**src/tilt_vector_line_rasterizer_macros.svh**
```systemverilog
// Assertion macros used by the back end of the tilt vector line rasterizer RTL.
// The macros expect signals named clk and rst in the scope where they are used.
`ifndef TILT_VECTOR_LINE_RASTERIZER_MACROS_SVH
`define TILT_VECTOR_LINE_RASTERIZER_MACROS_SVH

// The consequent must hold in the same cycle as the antecedent.
`define TVLR_ASSERT_IMPL(name, ante, cons) \
  name: assert property (@(posedge clk) disable iff (rst) (ante) |-> (cons)) \
    else $error("tvlr assertion failed");

// The consequent must hold in the cycle after the antecedent.
`define TVLR_ASSERT_NEXT(name, ante, cons) \
  name: assert property (@(posedge clk) disable iff (rst) (ante) |=> (cons)) \
    else $error("tvlr assertion failed");

`endif

```
**src/tvlr_pkg.sv**
```systemverilog
// Shared types and constants for the tilt vector line rasterizer.
// Used by every module of the block; it depends on nothing else.
`default_nettype none

package tvlr_pkg;

  localparam int MAX_OFFSET_DEF  = 63;
  localparam int QUEUE_DEPTH_DEF = 2;
  localparam int CFG_IDX_W       = 3;
  localparam int CFG_DATA_W      = 8;

  typedef enum logic [CFG_IDX_W-1:0] {
    REG_CENTER_X = 3'd0,
    REG_CENTER_Y = 3'd1,
    REG_GAIN_X   = 3'd2,
    REG_GAIN_Y   = 3'd3,
    REG_LIMIT_X  = 3'd4,
    REG_LIMIT_Y  = 3'd5
  } reg_idx_t;

  typedef struct packed {
    logic [6:0] center_x;
    logic [4:0] center_y;
    logic [7:0] gain_x;
    logic [7:0] gain_y;
    logic [5:0] limit_x;
    logic [5:0] limit_y;
  } cfg_t;

  typedef struct packed {
    logic signed [8:0] cur_x;
    logic signed [8:0] cur_y;
    logic signed [8:0] end_x;
    logic signed [8:0] end_y;
    logic signed [8:0] err;
    logic        [6:0] abs_dx;
    logic signed [7:0] neg_abs_dy;
    logic        [1:0] signs;
  } job_t;

endpackage

`default_nettype wire

```
**src/tilt_vector_line_rasterizer.sv**
```systemverilog
// Top level of the tilt vector line rasterizer: configuration registers and the
// front end, job queue and line walker. Depends on tvlr_pkg and the three submodules.
//
// Each accepted sample beat (accel_x, accel_y) becomes one line from the center to
// the scaled, clamped end point, sent as max(|dx|, |dy|) + 1 pixel beats, at most 64,
// with tlast on the end point. The front end registers the products when it takes a
// sample and builds the job from them, taking no new sample until the job has gone to
// the queue; the line walker then sends one pixel per cycle while the output side is
// ready. It takes a job only when idle, once the previous line's end point is out. A
// sample passes the product registers, queue, walker and output register. A queue of
// two jobs lets new samples be taken while a line is still being sent. Configuration
// writes are always ready and must only be made while no line is in progress.
`default_nettype none

module tilt_vector_line_rasterizer #(
  parameter int MAX_OFFSET  = tvlr_pkg::MAX_OFFSET_DEF,
  parameter int QUEUE_DEPTH = tvlr_pkg::QUEUE_DEPTH_DEF
) (
  input  wire                              clk,
  input  wire                              rst,
  input  wire                              cfg_valid,
  output logic                             cfg_ready,
  input  wire [tvlr_pkg::CFG_IDX_W-1:0]    cfg_index,
  input  wire [tvlr_pkg::CFG_DATA_W-1:0]   cfg_data,
  input  wire                              s_axis_tvalid,
  output logic                             s_axis_tready,
  input  wire [31:0]                       s_axis_tdata,  // accel_x [15:0], accel_y [31:16]
  output logic                             m_axis_tvalid,
  input  wire                              m_axis_tready,
  output logic [23:0]                      m_axis_tdata,  // pixel_x [8:0], pixel_y [16:9]
  output logic                             m_axis_tlast
);

  tvlr_pkg::cfg_t    cfg;
  tvlr_pkg::job_t    front_job;
  tvlr_pkg::job_t    queue_job;
  logic              front_valid;
  logic              front_ready;
  logic              queue_valid;
  logic              queue_ready;
  logic signed [8:0] pixel_x;
  logic signed [7:0] pixel_y;

  assign cfg_ready = 1'b1;

  always_ff @(posedge clk) begin
    if (rst) begin
      cfg.center_x <= 7'd64;
      cfg.center_y <= 5'd16;
      cfg.gain_x   <= 8'd120;
      cfg.gain_y   <= 8'd80;
      cfg.limit_x  <= 6'd60;
      cfg.limit_y  <= 6'd40;
    end else if (cfg_valid && cfg_ready) begin
      case (cfg_index)
        tvlr_pkg::REG_CENTER_X: cfg.center_x <= cfg_data[6:0];
        tvlr_pkg::REG_CENTER_Y: cfg.center_y <= cfg_data[4:0];
        tvlr_pkg::REG_GAIN_X:   cfg.gain_x   <= cfg_data;
        tvlr_pkg::REG_GAIN_Y:   cfg.gain_y   <= cfg_data;
        tvlr_pkg::REG_LIMIT_X:  cfg.limit_x  <= cfg_data[5:0];
        tvlr_pkg::REG_LIMIT_Y:  cfg.limit_y  <= cfg_data[5:0];
        default: begin
        end
      endcase
    end
  end

  tvlr_front #(
    .MAX_OFFSET(MAX_OFFSET)
  ) u_front (
    .clk       (clk),
    .rst       (rst),
    .cfg       (cfg),
    .in_valid  (s_axis_tvalid),
    .in_ready  (s_axis_tready),
    .accel_x   ($signed(s_axis_tdata[15:0])),
    .accel_y   ($signed(s_axis_tdata[31:16])),
    .job_valid (front_valid),
    .job_ready (front_ready),
    .job       (front_job)
  );

  tvlr_queue #(
    .DEPTH(QUEUE_DEPTH)
  ) u_queue (
    .clk      (clk),
    .rst      (rst),
    .wr_valid (front_valid),
    .wr_ready (front_ready),
    .wr_job   (front_job),
    .rd_valid (queue_valid),
    .rd_ready (queue_ready),
    .rd_job   (queue_job)
  );

  tvlr_back u_back (
    .clk        (clk),
    .rst        (rst),
    .job_valid  (queue_valid),
    .job_ready  (queue_ready),
    .job        (queue_job),
    .out_valid  (m_axis_tvalid),
    .out_ready  (m_axis_tready),
    .pixel_x    (pixel_x),
    .pixel_y    (pixel_y),
    .last_pixel (m_axis_tlast)
  );

  assign m_axis_tdata = {7'd0, pixel_y, pixel_x};

endmodule

`default_nettype wire

```
**src/tvlr_front.sv**
```systemverilog
// Front end: accepts samples, scales and clamps both axes, and builds a line job.
// Depends on tvlr_pkg for the configuration and job types.
`default_nettype none

module tvlr_front #(
  parameter int MAX_OFFSET = tvlr_pkg::MAX_OFFSET_DEF
) (
  input  wire                      clk,
  input  wire                      rst,
  input  tvlr_pkg::cfg_t           cfg,
  input  wire                      in_valid,
  output logic                     in_ready,
  input  wire signed [15:0]        accel_x,
  input  wire signed [15:0]        accel_y,
  output logic                     job_valid,
  input  wire                      job_ready,
  output tvlr_pkg::job_t           job
);

  localparam int OFF_W = $clog2(MAX_OFFSET + 1);
  localparam logic [5:0] LIM_MAX = 6'(MAX_OFFSET);

  logic        p_valid;
  logic [23:0] prod_x;
  logic [23:0] prod_y;
  logic        neg_x;
  logic        neg_y;

  logic [15:0] mag_x;
  logic [15:0] mag_y;
  logic [5:0]  lim_x;
  logic [5:0]  lim_y;
  logic [OFF_W-1:0] off_x;
  logic [OFF_W-1:0] off_y;
  logic signed [8:0] cx;
  logic signed [8:0] cy;
  logic signed [8:0] ox9;
  logic signed [8:0] oy9;

  assign in_ready  = !p_valid;
  assign job_valid = p_valid;

  assign mag_x = accel_x[15] ? (~accel_x + 16'd1) : accel_x;
  assign mag_y = accel_y[15] ? (~accel_y + 16'd1) : accel_y;

  always_ff @(posedge clk) begin
    if (rst) begin
      p_valid <= 1'b0;
    end else if (in_valid && in_ready) begin
      p_valid <= 1'b1;
    end else if (job_valid && job_ready) begin
      p_valid <= 1'b0;
    end
  end

  always_ff @(posedge clk) begin
    if (in_valid && in_ready) begin
      prod_x <= {8'd0, mag_x} * {16'd0, cfg.gain_x};
      prod_y <= {8'd0, mag_y} * {16'd0, cfg.gain_y};
      neg_x  <= accel_x[15];
      neg_y  <= accel_y[15];
    end
  end

  always_comb begin
    lim_x = (cfg.limit_x > LIM_MAX) ? LIM_MAX : cfg.limit_x;
    lim_y = (cfg.limit_y > LIM_MAX) ? LIM_MAX : cfg.limit_y;
    off_x = (prod_x[23:16] > {2'b00, lim_x}) ? OFF_W'(lim_x) : OFF_W'(prod_x[23:16]);
    off_y = (prod_y[23:16] > {2'b00, lim_y}) ? OFF_W'(lim_y) : OFF_W'(prod_y[23:16]);
    cx    = $signed({2'b00, cfg.center_x});
    cy    = $signed({4'b0000, cfg.center_y});
    ox9   = $signed(9'(off_x));
    oy9   = $signed(9'(off_y));

    job.cur_x      = cx;
    job.cur_y      = cy;
    job.end_x      = neg_x ? (cx + ox9) : (cx - ox9);
    job.end_y      = neg_y ? (cy - oy9) : (cy + oy9);
    job.abs_dx     = 7'(off_x);
    job.neg_abs_dy = 8'sd0 - $signed(8'(off_y));
    job.err        = ox9 - oy9;
    job.signs[0]   = !(neg_x && (off_x != '0));
    job.signs[1]   = !(!neg_y && (off_y != '0));
  end

endmodule

`default_nettype wire

```
**src/tvlr_queue.sv**
```systemverilog
// Short job queue between the front end and the line walker.
// Depends on tvlr_pkg for the job type.
`default_nettype none

module tvlr_queue #(
  parameter int DEPTH = tvlr_pkg::QUEUE_DEPTH_DEF
) (
  input  wire             clk,
  input  wire             rst,
  input  wire             wr_valid,
  output logic            wr_ready,
  input  tvlr_pkg::job_t  wr_job,
  output logic            rd_valid,
  input  wire             rd_ready,
  output tvlr_pkg::job_t  rd_job
);

  localparam int PTR_W = (DEPTH > 1) ? $clog2(DEPTH) : 1;
  localparam int CNT_W = $clog2(DEPTH + 1);

  tvlr_pkg::job_t   mem [DEPTH];
  logic [PTR_W-1:0] wr_ptr;
  logic [PTR_W-1:0] rd_ptr;
  logic [CNT_W-1:0] count;
  logic             push;
  logic             pop;

  assign wr_ready = (count != CNT_W'(DEPTH));
  assign rd_valid = (count != '0);
  assign push     = wr_valid && wr_ready;
  assign pop      = rd_valid && rd_ready;
  assign rd_job   = mem[rd_ptr];

  always_ff @(posedge clk) begin
    if (rst) begin
      wr_ptr <= '0;
      rd_ptr <= '0;
      count  <= '0;
    end else begin
      if (push) begin
        wr_ptr <= (wr_ptr == PTR_W'(DEPTH - 1)) ? '0 : wr_ptr + 1'b1;
      end
      if (pop) begin
        rd_ptr <= (rd_ptr == PTR_W'(DEPTH - 1)) ? '0 : rd_ptr + 1'b1;
      end
      if (push && !pop) begin
        count <= count + 1'b1;
      end else if (pop && !push) begin
        count <= count - 1'b1;
      end
    end
  end

  always_ff @(posedge clk) begin
    if (push) begin
      mem[wr_ptr] <= wr_job;
    end
  end

endmodule

`default_nettype wire

```
**src/tvlr_back.sv**
```systemverilog
// Back end: walks the Bresenham line of one job and emits one pixel per beat.
// Depends on tvlr_pkg and on the assertion macros header.
`default_nettype none
`include "tilt_vector_line_rasterizer_macros.svh"

module tvlr_back (
  input  wire               clk,
  input  wire               rst,
  input  wire               job_valid,
  output logic              job_ready,
  input  tvlr_pkg::job_t    job,
  output logic              out_valid,
  input  wire               out_ready,
  output logic signed [8:0] pixel_x,
  output logic signed [7:0] pixel_y,
  output logic              last_pixel
);

  typedef enum logic [1:0] {
    ST_IDLE = 2'b01,
    ST_WALK = 2'b10
  } state_t;

  state_t            state;
  logic signed [8:0] cur_x;
  logic signed [8:0] cur_y;
  logic signed [8:0] end_x;
  logic signed [8:0] end_y;
  logic signed [8:0] err;
  logic        [6:0] abs_dx;
  logic signed [7:0] neg_abs_dy;
  logic        [1:0] signs;

  logic              at_end;
  logic              emit;
  logic              load;
  logic signed [9:0] e2;
  logic              step_x;
  logic              step_y;
  logic signed [8:0] err_next;
  logic signed [8:0] cur_x_next;
  logic signed [8:0] cur_y_next;

  assign at_end    = (cur_x == end_x) && (cur_y == end_y);
  assign emit      = (state == ST_WALK) && (!out_valid || out_ready);
  assign job_ready = (state == ST_IDLE);
  assign load      = job_valid && job_ready;

  always_comb begin
    e2         = {err, 1'b0};
    step_x     = (e2 >= $signed({{2{neg_abs_dy[7]}}, neg_abs_dy}));
    step_y     = (e2 <= $signed({3'b000, abs_dx}));
    err_next   = err + (step_x ? $signed({neg_abs_dy[7], neg_abs_dy}) : 9'sd0)
                     + (step_y ? $signed({2'b00, abs_dx}) : 9'sd0);
    cur_x_next = cur_x;
    cur_y_next = cur_y;
    if (step_x) begin
      cur_x_next = signs[0] ? (cur_x - 9'sd1) : (cur_x + 9'sd1);
    end
    if (step_y) begin
      cur_y_next = signs[1] ? (cur_y - 9'sd1) : (cur_y + 9'sd1);
    end
  end

  always_ff @(posedge clk) begin
    if (rst) begin
      state <= ST_IDLE;
    end else begin
      case (state)
        ST_IDLE: begin
          if (job_valid) begin
            state <= ST_WALK;
          end
        end
        ST_WALK: begin
          if (emit && at_end) begin
            state <= ST_IDLE;
          end
        end
        default: begin
          state <= ST_IDLE;
        end
      endcase
    end
  end

  always_ff @(posedge clk) begin
    if (rst) begin
      out_valid <= 1'b0;
    end else if (emit) begin
      out_valid <= 1'b1;
    end else if (out_ready) begin
      out_valid <= 1'b0;
    end
  end

  always_ff @(posedge clk) begin
    if (emit) begin
      pixel_x    <= cur_x;
      pixel_y    <= cur_y[7:0];
      last_pixel <= at_end;
    end
  end

  always_ff @(posedge clk) begin
    if (load) begin
      cur_x      <= job.cur_x;
      cur_y      <= job.cur_y;
      end_x      <= job.end_x;
      end_y      <= job.end_y;
      err        <= job.err;
      abs_dx     <= job.abs_dx;
      neg_abs_dy <= job.neg_abs_dy;
      signs      <= job.signs;
    end else if (emit && !at_end) begin
      cur_x <= cur_x_next;
      cur_y <= cur_y_next;
      err   <= err_next;
    end
  end

  `TVLR_ASSERT_NEXT(a_last_ends_walk, emit && at_end, (state == ST_IDLE) && out_valid && last_pixel)
  `TVLR_ASSERT_NEXT(a_walk_moves, emit && !at_end, (cur_x != $past(cur_x)) || (cur_y != $past(cur_y)))
  `TVLR_ASSERT_NEXT(a_step_adjacent, emit && !at_end, (cur_x == $past(cur_x)) || (cur_x == $past(cur_x) + 9'sd1) || (cur_x == $past(cur_x) - 9'sd1))
  `TVLR_ASSERT_NEXT(a_stall_holds_walk, (state == ST_WALK) && out_valid && !out_ready, state == ST_WALK)

endmodule

`default_nettype wire
```
**config.mk**
```make
export PLATFORM = sky130hd
export DESIGN_NAME = tilt_vector_line_rasterizer
export DESIGN_NICKNAME = d
export VERILOG_FILES = /design/src/tvlr_pkg.sv /design/src/tilt_vector_line_rasterizer.sv /design/src/tvlr_front.sv /design/src/tvlr_queue.sv /design/src/tvlr_back.sv
export VERILOG_INCLUDE_DIRS = /design/src /design/src/src
export SDC_FILE = /design/constraint.sdc
export NUM_CORES = 1
export LEC_CHECK = 0
export ABC_AREA = 1
export BUFFER_PORTS_ARGS = -buffer_cell sky130_fd_sc_hd__buf_2
export CAP_MARGIN = 0
export CORE_ASPECT_RATIO = 1.4
export CORE_UTILIZATION = 55
export CTS_BUF_LIST = sky130_fd_sc_hd__clkbuf_2 sky130_fd_sc_hd__clkbuf_4 sky130_fd_sc_hd__clkbuf_8
export DETAILED_ROUTE_END_ITERATION = 6
export GPL_TIMING_DRIVEN = 0
export PLACE_DENSITY = 0.71
export REMOVE_ABC_BUFFERS = 1
export SYNTH_ARGS = -nofsm -noshare
export SYNTH_HDL_FRONTEND = slang
export SYNTH_SLANG_ARGS = --single-unit
```
**constraint.sdc**
```tcl
create_clock -name clk -period 5.6 [get_ports clk]
set_input_delay 0.56 -clock clk [delete_from_list [all_inputs] [get_ports clk]]
set_output_delay 0.56 -clock clk [all_outputs]
set_load 0.005 [all_outputs]
```
; Word level (Yosys, flattened, before mapping)
; Memory sizes are Yosys's and may differ from the RTL's. A register that Yosys moved wholly into a read port is not among the register bits.
; Index checks and enable logic that the tools add are counted.
[op_classes]
muxes = 35
n_mul = 2
n_eq_ne = 12
reduce_logical = 39
bitwise_logic = 2
addsub = 18
n_lt_le_gt_ge = 6
[op_table]
columns = operator, count
row1 = two-way mux 9 bit, 13
row2 = multiplier 16 x 8 -> 24 bit, 2
row3 = adder 16 x 1 -> 16 bit (second input constant), 2
row4 = two-way mux 16 bit, 2
row5 = NOT 16 bit, 2
row6 = two-way mux 6 bit, 4
row7 = adder 9 x 2 -> 9 bit (second input constant), 2
row8 = adder 9 bit, 2
row9 = == test 9 bit, 2
row10 = AND reduction 2 bit, 9
row11 = subtractor 9 x 2 -> 9 bit (second input constant), 2
row12 = greater-than comparator 8 x 6 -> 1 bit, 2
row13 = nonzero test 2 bit, 7
row14 = greater-than comparator 6 bit (second input constant), 2
row15 = nonzero test 6 bit, 2
row16 = logical AND 1 bit, 11
row17 = >= comparator 10 x 8 -> 1 bit, 1
row18 = <= comparator 10 x 8 -> 1 bit, 1
row19 = two-way mux 1 bit, 10
row20 = adder 7 x 6 -> 8 bit, 1
row21 = logical NOT 1 bit, 8
row22 = two-way mux 2 bit, 4
row23 = subtractor 7 x 6 -> 8 bit, 1
row24 = adder 5 x 6 -> 7 bit, 1
row25 = other kinds (17), 21
[word_totals]
regBits = 178
inputBits = 48
out_inout_bits = 28
mem_count = 1
ramBits = 110
word_cells = 142
[mem_list]
columns = memory, depth, width, rd, rd_clocked_by_memory_dff, wr, line_no
row1 = u_queue.mem, 2, 55, 1, 1, 1, tvlr_queue.sv:21  ; tvlr_pkg::job_t mem [DEPTH];

; Logic depth before layout (Yosys ltp)
[depth]
ltp_word = 7
depth_mapped = 29
ltp_nobuf = 28

; Cells and area by module
; Synthesis repeated with hierarchy kept, for this count alone.
[hier_totals]
hier_cells = 2528
area_unflattened_um2 = 22671.7
[modules_own_cells]
columns = module, seq_area_each_um2, instances, area_each_um2, cells_per_inst
row1 = tvlr_front, 560.5, 1, 11124.4, 1561
row2 = tvlr_queue, 3823.7, 1, 5017.3, 230
row3 = tvlr_back, 2462.4, 1, 4835.9, 499
row4 = tilt_vector_line_rasterizer, 800.8, 1, 1694.1, 238

; Worst setup path after synthesis
; Ideal clock, no wire load.
[synth_timing]
kind = input to register
start = input s_axis_tdata[16]
end = register u_front.prod_y[21], data pin
setup_time_ns = 0.260
required_ns = 5.340
arrival_time_ns = 5.061
slack_ns = 0.279
path_stages = 22
path_buffers = 1
path_cell_list = buf_6 > inv_2 > ha_1 > nand4_1 > nor2_1 > nand3_1 > o21ai_1 > xor2_1 > nor2_1 > fa_1 > fa_1 > fa_1 > inv_1 > fa_1 > inv_1 > ha_1 > nand2_1 > nor4_1 > o21ai_0 > nand2_1 > nor2_1 > xor2_1
[synth_between]
elab_chain_len = 4
[synth_lines]
columns = item, line_no
row1 = "start, declared", tilt_vector_line_rasterizer.sv:27  ; input wire [31:0] s_axis_tdata,
row2 = NOT 16 bit, tvlr_front.sv:44  ; assign mag_y = accel_y[15] ? (~accel_y + 16'd1) : accel_y;
row3 = adder 16 x 1 -> 16 bit, tvlr_front.sv:44
row4 = two-way mux 16 bit *, tvlr_front.sv:44
row5 = multiplier 16 x 8 -> 24 bit *, tvlr_front.sv:59  ; prod_y <= {8'd0, mag_y} * {16'd0, cfg.gain_y};
row6 = "end signal, assigned", tvlr_front.sv:59
row7 = "end, declared", tvlr_front.sv:25  ; logic [23:0] prod_y;
; Every way passes the cells marked *; elsewhere a longest branch is shown, timed or not.
; A chain may end at the register's enable or synchronous reset.

; Worst setup path after layout
[layout_timing]
start = input s_axis_tdata[16]
end = register u_front.prod_y[23], data pin
; The elaborated chain is that of the path after synthesis.

==> flow_metrics.env <==
export IMPL_top_signal_layer_used="met4"
export IMPL_nets=2904
export IMPL_met2_length_um=23000
export IMPL_vias_per_cell=5.32
export IMPL_worst_pin_slew_ns=1.44
export IMPL_clk_pin_slew_worst_paths_ns=0.06
export IMPL_synth_area_top_cells="edfxtp_1, fa_1, ha_1, nand2_1, inv_1"
export IMPL_hold_path_class="in2reg"
export IMPL_first_iter_violations=871
export IMPL_dr_total_vias=15989
export IMPL_final_min_clock_period_ns=5.35
export IMPL_internal_power_mw=5.88
export IMPL_total_power_mw=10.7
export IMPL_timing_final_max_slew_violations=0
export IMPL_cpMostUsedCell="fa_1"
export IMPL_io_buffer_count=67
export IMPL_avgRoutedWirePerCell_um=15.1
export IMPL_grt_pass1_wl_um=77800
export IMPL_htree_levels=2
export IMPL_residual_overflow_from_global_routing=0
export IMPL_avgSynthCellArea_um2=8.51
export IMPL_synthesis_instances=2438
export IMPL_start_kind="primary input"
export IMPL_timing_slew_headroom=0.0316
export IMPL_critical_path_top_delay_family="adder cells"
export IMPL_dp_hpwl_um=35800
export IMPL_start_util=0.561
export IMPL_finalSetupViolCount=0
export IMPL_grt_max_degree=52
export IMPL_fin_crit_share=0.955
export IMPL_count_of_yosys_warnings_during_synthesis=0
export IMPL_synth_edf_count=197
export IMPL_vdd_ir_drop_worst_mv=0.256
export IMPL_post_synthesis_async_set_or_reset_flop_share=0
export IMPL_die_h_um=232
export IMPL_synth_area_um2=20800
export IMPL_timing_worst_setup_path_type="in2reg"
export IMPL_synthDominantAreaCellType="edfxtp_1"
export IMPL_clock_power_share=0.143
export IMPL_violations="design-rule violations"
export IMPL_netlist_cell_types=55
export IMPL_post_cts_hold_buffer_count=0
export IMPL_place_detailed_instances=2932
export IMPL_power_switching_share=0.452
export IMPL_critPathCaptureType="flip-flop"
export IMPL_first_global_vias=16617
export IMPL_clk_insertion_delay_late_ns=0.54
export IMPL_finish_cell_count_without_fillers=3005
export IMPL_met3_length_um=1720
export IMPL_clock_fmax_mhz=187
export IMPL_cpPeakStageDelay_ns=0.59
export IMPL_power_net_switching_mw=4.84
export IMPL_power_combinational_fraction=0.570
export IMPL_seqCellArea_um2=6900
export IMPL_clock_tree_from_tritoncts="built"
export IMPL_critical_path_n_buffers_inverters=4
export IMPL_largest_fanout_on_the_critical_path=8
export IMPL_yosys_area_top_type_share=0.285
export IMPL_die_width_um=166
export IMPL_cts_buffers=37
export IMPL_total_routing_usage_reported_by_global_routing=0.248
export IMPL_final_antenna_net_count=0
export IMPL_boundaryPins=76
export IMPL_worst_ep_arrival_time_ns=5.62
export IMPL_critical_path_required_ns=5.87
export IMPL_hold_viol_final=0
export IMPL_status="finished with violations"
export IMPL_register_area_share_after_synthesis=0.332
export IMPL_rsz0062_at_grt="true"
export IMPL_post_route_drc_count=12
export IMPL_drive_above_1_share=0.0836
export IMPL_fp_dieArea_um2=38500
export IMPL_clkSinkCount=246
export IMPL_wl_um=45400
export IMPL_crit_path_top_delay_cell="fa_1"
export IMPL_clk_root_buffer_cell="clkbuf_8"
export IMPL_area_of_the_core_region_um2=37000
export IMPL_postSynthRegisterBits=246
export IMPL_hold_worst_slack_ns=0.317
export IMPL_grt_antenna_before_repair=0
export IMPL_clock_skew_final_ns=0.0217
export IMPL_met1_length_um=18500
export IMPL_gp_congestion=0.882
export IMPL_cellPowerDensity_nw_per_um2=476
export IMPL_core_rowCount=83
export IMPL_seq_power_share=0.287
export IMPL_fin_setup_tns_ns=0
export IMPL_number_of_max_capacitance_violations_reported=0
export IMPL_filler_cell_count=3195
export IMPL_p_leak_nw=11.1
export IMPL_main_synth_ff_type="edfxtp_1"
export IMPL_clockBufferDepth=3
export IMPL_worstPathCellList="buf_2, inv_2, ha_1, nand4_1, nor2_1, nand3_1, nand2_1, xor2_2, nor2_1, fa_1, fa_1, fa_1, inv_1, fa_1, inv_1, ha_1, a21oi_1, o21ai_0, o21bai_1, a21oi_1, nand2_1, xnor2_1"
export IMPL_multi_input_logic_area_um2=12000
export IMPL_drt_pass1_iterations=7
export IMPL_syn_to_final_growth_pct=8.51
==> synthesized netlist by cell type, types with 3 or more instances <==
cell type	instances
nor2_2	3
xnor2_1	14
inv_1	449
o21ai_1	4
a21oi_1	106
o31ai_1	4
xor2_1	38
nor3_1	18
ha_1	164
o21ai_0	95
edfxtp_1	197
nand3b_1	4
clkbuf_1	36
fa_1	180
a211oi_1	3
nand2_2	7
o21a_1	5
buf_4	10
nand2_1	494
nand4_1	22
o211ai_1	18
nor2_1	349
a21o_1	13
nand3_1	67
or2_2	20
a31oi_1	18
o21bai_1	8
dfxtp_1	49
nand2_4	4
o32ai_1	5
==> routing by layer <==
metal,global-route usage,up-vias
li1,-,7846
met4,0.126,0
met1,0.282,7610
met2,0.461,400
met5,0,-
met3,0.0261,133
==> area by class of cell <==
| type | instances | share of cell area |
|---|---|---|
| tap | 467 | 0.0259 |
| inverter | 453 | 0.0755 |
| clock buffer | 46 | 0.0264 |
| timing repair buffer | 81 | 0.0233 |
| sequential | 246 | 0.306 |
| antenna | 1 | 0.000111 |
| multi-input combinational | 1693 | 0.535 |
| clock inverter | 18 | 0.00761 |
==> layout by cell type, fill, tap and decap left out, drive strengths merged, types with 2 or more instances in the layout <==
cell type,n
buf,81
or2,22
o21a,5
conb,8
nand2,505
nand3b,4
xor2,38
o21ai,102
ha,164
bufinv,3
nor2,354
nor3,19
nand4,24
clkinv,14
a211oi,3
nor4,2
o32ai,5
xnor2,14
clkbuf,46
inv,452
a21oi,106
edfxtp,197
nand3,68
o21bai,8
fa,180
a21o,13
a31oi,18
o211ai,18
o31ai,4
clkinvlp,2
dfxtp,49
a221oi,2
==> path summary, 6_finish.rpt <==
path	from	slack, ns	endpoint	cells after the start
max	s_axis_tdata[16]	0.25	u_front.prod_y[23]	22
min	rst	0.32	u_back.state[1]	2
max reg2reg	cfg[22]	0.80	u_front.prod_x[23]	16
min reg2reg	u_queue.rd_ptr	0.48	flip-flop	2
==> power groups by stage <==
stage | clock, mW | sequential (mW) | combinational, mW
after CTS | 1.57 | 3.09 | 6.09
after floorplan | 0 | 3.05 | 4.58
after global placement | 0 | 3.17 | 5.77
final | 1.53 | 3.08 | 6.11
after global routing | 1.64 | 3.14 | 7.06
after detailed placement | 0 | 3.12 | 6.05
==> kinds of logic after synthesis <==
| logic type | synth area share |
|---|---|
| buffers and inverters | 0.0942 |
| XOR/XNOR | 0.0219 |
| flip-flops | 0.332 |
| AO/OA/AOI/OAI | 0.0794 |
| AND/OR/NAND/NOR | 0.199 |
| other | 0.000362 |
| adder cells (fa/ha/maj) | 0.273 |
==> through the flow <==
step           utilization  setup slack (ns)  area (µm²)
2_1_floorplan            -             0.354       20500
5_1_grt              0.609           -0.0418       22500
6_report             0.609             0.249       22500
3_3_place_gp         0.580            -0.523       21400
3_5_place_dp         0.584            -0.570       21600
4_1_cts              0.605            0.0459       22300
==> sequential cells by signal (all words and copies together), names as in the netlist, 6 cells and up, named ones only <==
name	flops
u_queue.mem	102
cfg	40
u_back.cur_x	9
u_back.cur_y	9
u_back.end_x	9
u_back.err	9
u_back.pixel_x	9
u_back.end_y	8
u_back.pixel_y	8
u_front.prod_x	8
u_front.prod_y	8
u_back.neg_abs_dy	7
u_back.abs_dx	6
==> timing repair <==
| item | in CTS | in global routing |
|---|---|---|
| setup endpoints to repair | 1 | 16 |
| gates resized for setup | 1 | 18 |
| cloned | 0 | 0 |
| pin swaps | 0 | 3 |
| setup buffers | 0 | 7 |
Note: power is estimated with default switching activity, not from simulation.
